==> src/rtl/core/wbps_pkg.sv <==
// ----------------------------------------------------------------------------
// wbps_pkg
// shared types and constants of the wildcard byte pattern scan
// ----------------------------------------------------------------------------
package wbps_pkg;

	localparam int LEN_W       = 5;   // pattern length register width
	localparam int MASK_W      = 16;  // compare mask register width
	localparam int PAT_W       = 128; // both pattern byte registers together
	localparam int SEEN_W      = 33;  // saturating byte counter width
	localparam int CFG_IDX_W   = 2;
	localparam int CFG_DATA_W  = 64;
	localparam int QUEUE_DEPTH = 4;

	// register indexes of the configuration port
	localparam logic [CFG_IDX_W-1:0] REG_PAT_LO = 2'd0;
	localparam logic [CFG_IDX_W-1:0] REG_PAT_HI = 2'd1;
	localparam logic [CFG_IDX_W-1:0] REG_MASK   = 2'd2;
	localparam logic [CFG_IDX_W-1:0] REG_LEN    = 2'd3;

	typedef struct packed {
		logic [PAT_W-1:0]  pattern; // byte j in bits 8j+7..8j
		logic [MASK_W-1:0] mask;    // set: byte must match
		logic [LEN_W-1:0]  len;     // raw length, clamped where used
	} cfg_t;

endpackage

==> src/rtl/core/wbps_front.sv <==
// ----------------------------------------------------------------------------
// wbps_front
// byte window, byte counter and parallel pattern compare; pushes results
// ----------------------------------------------------------------------------
module wbps_front #(
	parameter int MAX_PATTERN = 16,
	parameter int OFFSET_BITS = 32
) (
	input  logic                   clk,
	input  logic                   arst_n,
	input  wbps_pkg::cfg_t         cfg,
	input  logic                   in_valid,
	input  logic                   in_ready,
	input  logic [7:0]             data_byte,
	input  logic                   last_byte,
	output logic                   push,
	output logic                   push_found,
	output logic [OFFSET_BITS-1:0] push_offset
);

	localparam int AGE_W = (MAX_PATTERN > 1) ? $clog2(MAX_PATTERN) : 1;
	localparam logic [wbps_pkg::SEEN_W-1:0] SEEN_MAX = '1;

	logic [7:0]                    win_q [MAX_PATTERN];
	logic [7:0]                    win_n [MAX_PATTERN];
	logic [wbps_pkg::SEEN_W-1:0]   seen_q;
	logic [wbps_pkg::SEEN_W-1:0]   seen_n;
	logic                          done_q;
	logic [wbps_pkg::LEN_W-1:0]    len_eff;
	logic [MAX_PATTERN-1:0]        byte_ok;
	logic                          accept;
	logic                          hit;

	assign accept = in_valid & in_ready;

	// shifted window as it stands after this byte
	always_comb begin
		win_n[0] = data_byte;
		for (int i = 1; i < MAX_PATTERN; i++) begin
			win_n[i] = win_q[i-1];
		end
	end

	always_comb begin
		if (cfg.len == '0) begin
			len_eff = wbps_pkg::LEN_W'(1);
		end else if (cfg.len > wbps_pkg::LEN_W'(MAX_PATTERN)) begin
			len_eff = wbps_pkg::LEN_W'(MAX_PATTERN);
		end else begin
			len_eff = cfg.len;
		end
	end

	assign seen_n = (seen_q == SEEN_MAX) ? seen_q : seen_q + 1'b1;

	// pattern byte j lines up with window age len-1-j
	always_comb begin
		logic [wbps_pkg::LEN_W-1:0] age;
		for (int j = 0; j < MAX_PATTERN; j++) begin
			age = len_eff - wbps_pkg::LEN_W'(j) - wbps_pkg::LEN_W'(1);
			if (wbps_pkg::LEN_W'(j) >= len_eff || !cfg.mask[j]) begin
				byte_ok[j] = 1'b1;
			end else begin
				byte_ok[j] = (win_n[age[AGE_W-1:0]] == cfg.pattern[8*j +: 8]);
			end
		end
	end

	assign hit = (seen_n >= wbps_pkg::SEEN_W'(len_eff)) && (&byte_ok);

	assign push        = accept && !done_q && (hit || last_byte);
	assign push_found  = hit;
	assign push_offset = hit ? OFFSET_BITS'(seen_n - wbps_pkg::SEEN_W'(len_eff)) : '0;

	always_ff @(posedge clk) begin
		if (accept) begin
			for (int i = 0; i < MAX_PATTERN; i++) begin
				win_q[i] <= win_n[i];
			end
		end
	end

	always_ff @(posedge clk or negedge arst_n) begin
		if (!arst_n) begin
			seen_q <= '0;
			done_q <= 1'b0;
		end else if (accept) begin
			if (last_byte) begin
				seen_q <= '0;
				done_q <= 1'b0;
			end else begin
				seen_q <= seen_n;
				if (!done_q && hit) begin
					done_q <= 1'b1;
				end
			end
		end
	end

endmodule

==> src/rtl/core/wbps_queue.sv <==
// ----------------------------------------------------------------------------
// wbps_queue
// small result queue between the compare front and the output stage
// ----------------------------------------------------------------------------
module wbps_queue #(
	parameter int WIDTH = 33
) (
	input  logic             clk,
	input  logic             arst_n,
	input  logic             push,
	input  logic [WIDTH-1:0] push_data,
	input  logic             pop,
	output logic [WIDTH-1:0] pop_data,
	output logic             not_empty,
	output logic             full
);

	localparam int DEPTH = wbps_pkg::QUEUE_DEPTH;
	localparam int PTR_W = $clog2(DEPTH);
	localparam int CNT_W = $clog2(DEPTH + 1);

	logic [WIDTH-1:0] mem_q [DEPTH];
	logic [PTR_W-1:0] wr_q;
	logic [PTR_W-1:0] rd_q;
	logic [CNT_W-1:0] cnt_q;
	logic             do_pop;

	assign not_empty = (cnt_q != '0);
	assign full      = (cnt_q == CNT_W'(DEPTH));
	assign pop_data  = mem_q[rd_q];
	assign do_pop    = pop && not_empty;

	always_ff @(posedge clk) begin
		if (push) begin
			mem_q[wr_q] <= push_data;
		end
	end

	always_ff @(posedge clk or negedge arst_n) begin
		if (!arst_n) begin
			wr_q  <= '0;
			rd_q  <= '0;
			cnt_q <= '0;
		end else begin
			if (push) begin
				wr_q <= wr_q + 1'b1;
			end
			if (do_pop) begin
				rd_q <= rd_q + 1'b1;
			end
			if (push && !do_pop) begin
				cnt_q <= cnt_q + 1'b1;
			end else if (!push && do_pop) begin
				cnt_q <= cnt_q - 1'b1;
			end
		end
	end

endmodule

==> src/rtl/core/wbps_back.sv <==
// ----------------------------------------------------------------------------
// wbps_back
// output register stage: drains the queue onto the master stream
// ----------------------------------------------------------------------------
module wbps_back #(
	parameter int OFFSET_BITS = 32
) (
	input  logic                   clk,
	input  logic                   arst_n,
	input  logic                   q_not_empty,
	input  logic [OFFSET_BITS:0]   q_data,
	output logic                   q_pop,
	output logic                   out_valid,
	input  logic                   out_ready,
	output logic                   out_found,
	output logic [OFFSET_BITS-1:0] out_offset
);

	logic                   valid_q;
	logic                   found_q;
	logic [OFFSET_BITS-1:0] offset_q;

	assign q_pop      = q_not_empty && (!valid_q || out_ready);
	assign out_valid  = valid_q;
	assign out_found  = found_q;
	assign out_offset = offset_q;

	always_ff @(posedge clk or negedge arst_n) begin
		if (!arst_n) begin
			valid_q <= 1'b0;
		end else if (!valid_q || out_ready) begin
			valid_q <= q_not_empty;
		end
	end

	always_ff @(posedge clk) begin
		if (q_pop) begin
			found_q  <= q_data[OFFSET_BITS];
			offset_q <= q_data[OFFSET_BITS-1:0];
		end
	end

endmodule

==> src/rtl/core/wildcard_byte_pattern_scan.sv <==
// ----------------------------------------------------------------------------
// wildcard_byte_pattern_scan
// first-match search for a wildcard byte pattern in a streamed image
// ----------------------------------------------------------------------------
// Takes one image byte per cycle on the slave stream (tlast marks the final
// byte) and looks for the first place where the configured pattern of 1 to
// MAX_PATTERN bytes matches; pattern bytes whose compare_mask bit is clear
// are wildcards. All window positions are compared in parallel in the cycle
// the byte is accepted, so the sustained rate is one item per clock. One
// result item leaves per image: found with the start offset at the first
// match, or not found at the last byte; later bytes of a matched image are
// swallowed. A result passes through the result queue, then the output
// register, before it is visible on the master stream. The input stalls
// only when the four-entry result queue is full, i.e. when the master side
// has held off several results. Configure through cfg_we/cfg_index/cfg_wdata
// only while idle; a pattern_length of 0 acts as 1 and values above
// MAX_PATTERN act as MAX_PATTERN.
// ----------------------------------------------------------------------------
module wildcard_byte_pattern_scan #(
	parameter int MAX_PATTERN = 16, // 1..16 pattern bytes
	parameter int OFFSET_BITS = 32  // 16..32, match offset width
) (
	input  logic                                  clk,
	input  logic                                  arst_n,
	// configuration write port
	input  logic                                  cfg_we,
	input  logic [wbps_pkg::CFG_IDX_W-1:0]        cfg_index,
	input  logic [wbps_pkg::CFG_DATA_W-1:0]       cfg_wdata,
	// image bytes in
	input  logic                                  s_tvalid,
	output logic                                  s_tready,
	input  logic [7:0]                            s_tdata,  // data_byte
	input  logic                                  s_tlast,  // last_byte
	// results out
	output logic                                  m_tvalid,
	input  logic                                  m_tready,
	output logic [((OFFSET_BITS+7)/8)*8-1:0]      m_tdata,  // match_offset
	output logic                                  m_tuser   // found
);

	localparam int TDATA_W = ((OFFSET_BITS + 7) / 8) * 8;

	wbps_pkg::cfg_t         cfg_q;
	logic                   push;
	logic                   push_found;
	logic [OFFSET_BITS-1:0] push_offset;
	logic                   q_pop;
	logic [OFFSET_BITS:0]   q_data;
	logic                   q_not_empty;
	logic                   q_full;
	logic [OFFSET_BITS-1:0] out_offset;

	// configuration registers, values as of reset until written
	always_ff @(posedge clk or negedge arst_n) begin
		if (!arst_n) begin
			cfg_q.pattern <= '0;
			cfg_q.mask    <= '1;
			cfg_q.len     <= wbps_pkg::LEN_W'(1);
		end else if (cfg_we) begin
			case (cfg_index)
				wbps_pkg::REG_PAT_LO: cfg_q.pattern[63:0]   <= cfg_wdata;
				wbps_pkg::REG_PAT_HI: cfg_q.pattern[127:64] <= cfg_wdata;
				wbps_pkg::REG_MASK:   cfg_q.mask <= cfg_wdata[wbps_pkg::MASK_W-1:0];
				wbps_pkg::REG_LEN:    cfg_q.len  <= cfg_wdata[wbps_pkg::LEN_W-1:0];
				default: ;
			endcase
		end
	end

	// input is held off only by a full result queue
	assign s_tready = !q_full;

	// front: window, counter, compare
	wbps_front #(
		.MAX_PATTERN(MAX_PATTERN),
		.OFFSET_BITS(OFFSET_BITS)
	) u_front (
		.clk        (clk),
		.arst_n     (arst_n),
		.cfg        (cfg_q),
		.in_valid   (s_tvalid),
		.in_ready   (s_tready),
		.data_byte  (s_tdata),
		.last_byte  (s_tlast),
		.push       (push),
		.push_found (push_found),
		.push_offset(push_offset)
	);

	// decoupling queue, entry is {found, offset}
	wbps_queue #(
		.WIDTH(OFFSET_BITS + 1)
	) u_queue (
		.clk      (clk),
		.arst_n   (arst_n),
		.push     (push),
		.push_data({push_found, push_offset}),
		.pop      (q_pop),
		.pop_data (q_data),
		.not_empty(q_not_empty),
		.full     (q_full)
	);

	// back: output register
	wbps_back #(
		.OFFSET_BITS(OFFSET_BITS)
	) u_back (
		.clk        (clk),
		.arst_n     (arst_n),
		.q_not_empty(q_not_empty),
		.q_data     (q_data),
		.q_pop      (q_pop),
		.out_valid  (m_tvalid),
		.out_ready  (m_tready),
		.out_found  (m_tuser),
		.out_offset (out_offset)
	);

	assign m_tdata = TDATA_W'(out_offset);

	// a result is only ever written on an accepted byte
	a_push_on_accept: assert property (@(posedge clk) disable iff (!arst_n)
		push |-> (s_tvalid && s_tready))
		else $error("result written without an accepted item");

	// the queue never takes a result while full
	a_no_overflow: assert property (@(posedge clk) disable iff (!arst_n)
		push |-> !q_full)
		else $error("result queue overflow");

	// not-found results carry a zero offset
	a_notfound_zero: assert property (@(posedge clk) disable iff (!arst_n)
		(m_tvalid && !m_tuser) |-> (m_tdata == '0))
		else $error("not-found result with nonzero offset");

	// a pushed result reaches the output register no earlier than next cycle
	a_out_from_queue: assert property (@(posedge clk) disable iff (!arst_n)
		($rose(m_tvalid)) |-> $past(q_not_empty))
		else $error("output valid without a queued result");

endmodule

==> config.mk <==
export PLATFORM = sky130hd
export DESIGN_NAME = wildcard_byte_pattern_scan
export DESIGN_NICKNAME = d
export VERILOG_FILES = /design/src/rtl/core/wbps_pkg.sv /design/src/rtl/core/wbps_front.sv /design/src/rtl/core/wbps_queue.sv /design/src/rtl/core/wbps_back.sv /design/src/rtl/core/wildcard_byte_pattern_scan.sv
export SDC_FILE = /design/constraint.sdc
export NUM_CORES = 1
export LEC_CHECK = 0
export BUFFER_PORTS_ARGS = -buffer_cell sky130_fd_sc_hd__buf_4
export CELL_PAD_IN_SITES_DETAIL_PLACEMENT = 1
export CELL_PAD_IN_SITES_GLOBAL_PLACEMENT = 1
export CORE_AREA = 2 2 239 241
export DETAILED_ROUTE_END_ITERATION = 8
export DIE_AREA = 0 0 241 243
export PLACE_DENSITY_LB_ADDON = 0.2
export SLEW_MARGIN = 25
export SYNTH_ARGS = -nofsm -noshare
export SYNTH_HDL_FRONTEND = slang
export SYNTH_SLANG_ARGS = --single-unit
==> constraint.sdc <==
create_clock -name clk -period 14.3 [get_ports clk]
set_clock_uncertainty 0.15 [all_clocks]
set_input_delay 1.43 -clock clk [delete_from_list [all_inputs] [get_ports clk]]
set_output_delay 1.43 -clock clk [all_outputs]
set_load 0.05 [all_outputs]
### Word level (Yosys, flattened, before mapping)

Memories as Yosys holds them, arrays and structs flattened. A register that Yosys moved wholly into a read port is not among the register bits.
Index checks and enable logic that the tools add are counted.

| word-level totals | value |
|---|---|
| output and inout port bits | 35 |
| input bits | 80 |
| memories | 2 |
| flip-flop bits (word level) | 191 |
| word-level logic and storage cells | 255 |
| RAM bits | 260 |

| cells by class | value |
|---|---|
| equal/unequal tests | 21 |
| bitwise gates (word level) | 17 |
| $add $sub $neg | 36 |
| mux-type cells | 77 |
| reduce and logical (&&, ||, !) cells | 58 |
| $lt $le $gt $ge | 34 |

Memory list:

| memory | words | bits a word | rd ports | clocked after Yosys merged registers in | wr ports | RTL line | source |
|---|---|---|---|---|---|---|---|
| u_queue.mem_q | 4 | 33 | 1 | 1 | 1 | wbps_queue.sv:22 | `logic [WIDTH-1:0] mem_q [DEPTH];` |
| u_front.win_q | 16 | 8 | 15 | 0 | 16 | wbps_front.sv:24 | `logic [7:0] win_q [MAX_PATTERN];` |

Operators by type and width:

| operator | count |
|---|---|
| $bmux 8 s4 | 16 |
| $mux 8 | 32 |
| $eq 8x8->1 | 16 |
| $ge 5x5->1 const B | 16 |
| $not 4->5 | 16 |
| $mux 33 | 2 |
| $sub 4x1->4 const B | 16 |
| $ge 4x5->1 const A | 8 |
| $add 33x1->33 const B | 1 |
| $eq 33x33->1 const B | 1 |
| $ge 33x5->1 | 1 |
| $mux 32 | 1 |
| $sub 32x5->32 | 1 |
| $sub 4x4->4 const B | 8 |
| $mux 1 | 22 |
| $logic_not 1->1 | 21 |
| $ge 3x5->1 const A | 4 |
| $logic_or 1x1->1 | 18 |
| $reduce_and 16->1 | 1 |
| $sub 4x3->4 const B | 4 |
| $ge 1x5->1 const A | 2 |
| $ge 2x5->1 const A | 2 |
| $mux 5 | 2 |
| $reduce_and 2->1 | 5 |
| other kinds (15) | 27 |

### Longest topological paths before layout

| logic depth | value |
|---|---|
| depth after elaboration | 19 |
| depth in mapped cells | 31 |
| depth with buffers taken out | 25 |

### Hierarchy

A second synthesis with hierarchy kept.

| unflattened totals | value |
|---|---|
| cell total of the unflattened synthesis | 2601 |
| area total of the unflattened synthesis | 29548.3 sq um |

Modules (own cells, without submodules):

| module | cells each | sequential area each (sq um) | area each (sq um) | times used |
|---|---|---|---|---|
| wbps_front | 2039 | 4454.3 | 17664.4 | 1 |
| wildcard_byte_pattern_scan | 318 | 3749.8 | 5639.2 | 1 |
| wbps_queue | 207 | 4139.0 | 5210.0 | 1 |
| wbps_back | 37 | 1016.0 | 1034.7 | 1 |

### Worst setup path before layout

Ideal clock, no wire load.

| timing | value |
|---|---|
| kind | register to register |
| start point | register cfg_q[4] in the netlist's numbering |
| end point | register u_queue.cnt_q[2] |
| data required time | 14071 ps |
| clock period less this slack | 6296 ps |
| setup slack | 8004 ps |
| stages on the path, launching flop included | 29 |
| data arrival time | 6067 ps |
| cell sequence | dfrtp_1 -> buf_2 -> nor4_2 -> or2_1 -> buf_4 -> inv_4 -> buf_4 -> buf_2 -> buf_4 -> buf_2 -> ha_1 -> clkbuf_1 -> xnor2_1 -> clkbuf_1 -> mux4_2 -> xor2_1 -> nor4_1 -> a21oi_1 -> nor4_1 -> nand3b_1 -> or2_1 -> buf_2 -> a21oi_1 -> ha_1 -> inv_1 -> fa_1 -> xor2_1 -> nor2_1 -> xor2_1 |

| between the ends | value |
|---|---|
| word-level cells in the longest chain between the ends | 18 |

RTL lines:

| element | RTL line | source |
|---|---|---|
| from (decl) | wildcard_byte_pattern_scan.sv:43 | `wbps_pkg::cfg_t cfg_q;` |
| $gt 5x5->1 | wbps_front.sv:47 | `end else if (cfg.len > wbps_pkg::LEN_W'(MAX_PATTERN)) begin` |
| $mux 5 | wbps_front.sv:47 |  |
| $mux 5 (*) | wbps_front.sv:45 | `if (cfg.len == '0) begin` |
| $sub 4x1->4, or another cell as far along | wbps_front.sv:60 | `age = len_eff - wbps_pkg::LEN_W'(j) - wbps_pkg::LEN_W'(1);` |
| $sub 4x1->4 | wbps_front.sv:60 |  |
| $not 4->5 (implied by the code) | wbps_front.sv:64 | `byte_ok[j] = (win_n[age[AGE_W-1:0]] == cfg.pattern[8*j +: 8]);` |
| $bmux 8 s4 | wbps_front.sv:64 |  |
| $mux 8 (implied by the code) (2 in series) | wbps_front.sv:64 |  |
| [... 2 more ...] | n/a |  |
| $reduce_and 16->1 | wbps_front.sv:69 | `assign hit = (seen_n >= wbps_pkg::SEEN_W'(len_eff)) && (&byte_ok);` |
| $logic_and 1x1->1 (*) | wbps_front.sv:69 |  |
| $logic_or 1x1->1 (*) | wbps_front.sv:71 | `assign push = accept && !done_q && (hit \|\| last_byte);` |
| $logic_and 1x1->1 (*) | wbps_front.sv:71 |  |
| via push | wildcard_byte_pattern_scan.sv:44 | `logic push;` |
| $logic_not 1->1 | wbps_queue.sv:53 | `end else if (!push && do_pop) begin` |
| $logic_and 1x1->1 | wbps_queue.sv:53 |  |
| $reduce_bool 2->1 (no line) | n/a |  |
| to (signal assigned) | wbps_queue.sv:52 | `cnt_q <= cnt_q + 1'b1;` |
| to (signal assigned) | wbps_queue.sv:54 | `cnt_q <= cnt_q - 1'b1;` |
| to (decl) | wbps_queue.sv:25 | `logic [CNT_W-1:0] cnt_q;` |

The timed path passes the listed nets; every way through them passes the cells marked *. The select of a mux whose other input is x is not followed.
A chain may end at the register's enable or synchronous reset.

### Worst setup path in the final report

| timing | value |
|---|---|
| start point | register cfg_q[1] in the netlist's numbering |
| end point | register u_queue.cnt_q[2] |

The elaborated chain is that of the path after synthesis.

==> flow_summary.json <==
{
  "pwr_density_cell_nw_per_um2": 206,
  "timing.final.hold_violations": 0,
  "worstSetupPathType": "reg -> reg",
  "synth_seq_cells": 476,
  "grt_pass1_wl_um": 148000,
  "required_ns": 14.70,
  "place_area_um2": 29300,
  "synthesis.nets": 2341,
  "p_leak_nw": 11.5,
  "ir_drop_mv": 0.126,
  "crit_fanout": 64,
  "drtIter0Drc": 1822,
  "tritoncts": "yes",
  "start_util": 0.495,
  "grt_max_degree": 85,
  "grt_usage": 0.345,
  "fin_crit_ns": 8.61,
  "status": "complete, no violations",
  "end_kind": "register",
  "rsz0062_at_grt": "no",
  "ctsHoldBuffers": 0,
  "async_reset_ff_frac": 0.401,
  "p_switching_mw": 2.70,
  "pwr-share-comb": 0.457,
  "arrival_ns": 9.01,
  "place_hpwl_um": 70200,
  "post-cts-setup-buffers": 0,
  "clk_pin_slew_ns": 0.06,
  "clockPowerShare": 0.218,
  "drtAntennaViolNets": 0,
  "fmax_mhz": 116,
  "syn_inst": 2236,
  "drc": 0,
  "synth_edf_count": 285,
  "worst_setup_path_start_kind": "register",
  "gr-total-overflow": 0,
  "rows": 87,
  "htree_levels": 2,
  "die_x_um": 241,
  "synthFlopType": "edfxtp_1",
  "antenna_found_initial": 3,
  "maxSlewViolCount": 0,
  "area_growth_pct": 12.3,
  "vias": 21200,
  "cap_violations": 0,
  "fin_crit_sh": 0.602,
  "fin_nets": 2394,
  "worst_pin_slew_ns": 1.17,
  "setup_tns_ns": 0,
  "r2r_start": "cfg_q[1]",
  "grt_pass1_vias": 21900,
  "utilization": 0.556,
  "synth.avg_cell_area_um2": 12.4,
  "synth_area_um2": 27700,
  "insertedDiodeCount": 0,
  "die_area_um2": 58600,
  "clk_path_buf_depth": 3,
  "fillers": 5681,
  "p_sw_frac": 0.420,
  "pwr-share-seq": 0.324,
  "finalPower_mw": 6.42,
  "cts_root_buf": "clkbuf_16",
  "die_y_um": 243,
  "core_area_um2": 56000,
  "setup_violations": 0,
  "place.gp.congestion": 1.02,
  "post_route_cells_drive_above_1_share": 0.255,
  "crit_start": "cfg_q[1]",
  "yosysSeqAreaShare": 0.482,
  "drtPass1Iterations": 5,
  "io_pins": 115,
  "yosysTopAreaCell": "edfxtp_1",
  "clock_latency_ns": 0.63,
  "cts_buffers": 52,
  "synth.top_cell.area_share": 0.309,
  "synth_cell_types": 79,
  "cell_internal_pwr_mw": 3.72,
  "clock-sinks": 476,
  "maxSlewHeadroom": 0.223,
  "yosys_warnings": 0,
  "hold_class": "reg -> reg",
  "wl_per_cell_um": 32.6,
  "port_buffers": 114,
  "synthTopCellsByArea": "edfxtp_1 (31%), dfrtp_1 (16%), mux4_2 (10%)",
  "final_cell_area_um2": 31100,
  "wirelength_um": 100000,
  "hp-start": "u_queue.cnt_q[2]",
  "cts.repair.resized": 0,
  "viasPerCell": 6.86
}
Yosys cell counts, types with 7 or more instances:
master / number
a31oi_1: 18
mux4_2: 126
dfstp_2: 17
o221ai_1: 49
mux2i_1: 124
nand2_1: 136
o2111ai_1: 70
nor2_1: 91
inv_1: 22
mux2_2: 175
a221oi_1: 16
nor2b_1: 7
o21ai_0: 108
buf_2: 23
o22ai_1: 25
xnor2_1: 94
o31ai_1: 16
nand4_1: 23
xor2_1: 91
clkbuf_1: 102
and3_1: 21
o211ai_1: 8
a21oi_1: 98
nand2b_1: 12
dfrtp_1: 174
buf_1: 24
nor3_1: 22
or3_1: 49
a22oi_1: 40
ha_1: 23
edfxtp_1: 285
buf_4: 7
nor4_1: 25
nand3_1: 31
final timing paths:
kind | to | slack (ns) | cells past startpoint
max | u_queue.cnt_q[2] | 5.69 | 24
min in group asynchronous | u_front.seen_q[14] | 0.61 | 1
min | u_queue.cnt_q[2] | 0.36 | 1
max in group asynchronous | cfg_q[1] | 11.53 | 3
min reg2reg | u_queue.cnt_q[2] | 0.36 | 1
max reg2reg | u_queue.cnt_q[2] | 5.69 | 24
cell families (layout without fill, tap and decap cells):
kind of cell,after synthesis,count (layout),synth area share
simple gates,451,451,0.0812
buf+inv,184,279,0.0273
mux,425,425,0.218
flops,476,476,0.482
xor+xnor,185,185,0.0585
fa+ha+maj,25,25,0.0118
compound gates,490,490,0.120
stage by stage:
step | hold slack, ns | instances | setup WS [ns]
3_5_place_dp | 0.344 | 2991 | 6.12
3_3_place_gp | 0.331 | 2991 | 6.34
4_1_cts | 0.352 | 3087 | 6.11
2_1_floorplan | 0.314 | 2236 | 8.00
6_report | 0.363 | 3087 | 5.69
5_1_grt | 0.384 | 3087 | 5.46
cell usage in the layout (no fill, tap or decap), drive strengths merged, types with 24 or more instances in the layout:
cell type / instances
a21oi: 99
dfrtp: 174
or3: 49
o221ai: 50
mux2i: 124
buf: 155
clkbuf: 64
inv: 27
nand2: 136
o22ai: 25
nor2: 91
nor4: 28
xor2: 91
o21ai: 110
mux2: 175
xnor2: 94
o2111ai: 70
clkinv: 24
nand3: 31
mux4: 126
a22oi: 40
edfxtp: 285
registers in the layout (all words and copies together) (netlist names):
register and cells:
u_queue.wr_q 2, u_front.done_q 1, u_back.out_offset 32, u_front.win_q 120, u_front.seen_q 33, u_queue.cnt_q 3
u_back.out_valid 1, u_queue.mem_q 132, u_back.out_found 1, cfg_q 149, u_queue.rd_q 2
critical path, cell delays in order (launching register included):
cell and delay [ns]:
dfrtp_4 0.74, nor4_4 0.24, buf_4 0.48, or2_1 0.18, buf_4 0.36, ha_1 0.52
nor2_1 0.20, o31ai_4 0.10, buf_4 0.66, mux2i_1 0.46, a22oi_1 0.20, mux4_2 0.57
xnor2_1 0.22, nand4_1 0.14, o21ai_0 0.83, nand4_1 0.29, or4_4 0.55, or2_1 0.26
a21oi_1 0.17, ha_1 0.21, inv_1 0.06, fa_1 0.38, xor2_1 0.18, nor2_1 0.12
xor2_1 0.15
cell type report:
class                   count  area (um^2)  share of cell area
flip-flops and latches    476        13400               0.430
inverters                  27          106             0.00342
repair buffers            156         1180              0.0380
clock inverters            33          363              0.0117
multi-input cells        1576        13700               0.441
clock buffers              63         1420              0.0455
well taps                 756          946              0.0304
per-layer routing:
layer / share of wire / track usage
met3: 0.069 / 0.0581
met5: 0.00012 / 0
met4: 0.083 / 0.232
met2: 0.49 / 0.582
met1: 0.36 / 0.402
power by group through the flow:
stage          Combinational [mW]  Sequential, mW  Clock [mW]
2_1_floorplan                1.85            2.11           0
3_3_place_gp                 2.80            2.08           0
3_5_place_dp                 2.86            2.09           0
4_1_cts                      2.89            2.07        1.42
5_1_grt                      3.08            2.10        1.47
6_report                     2.94            2.08        1.40
No activity file was read; power rests on OpenSTA's default activity.
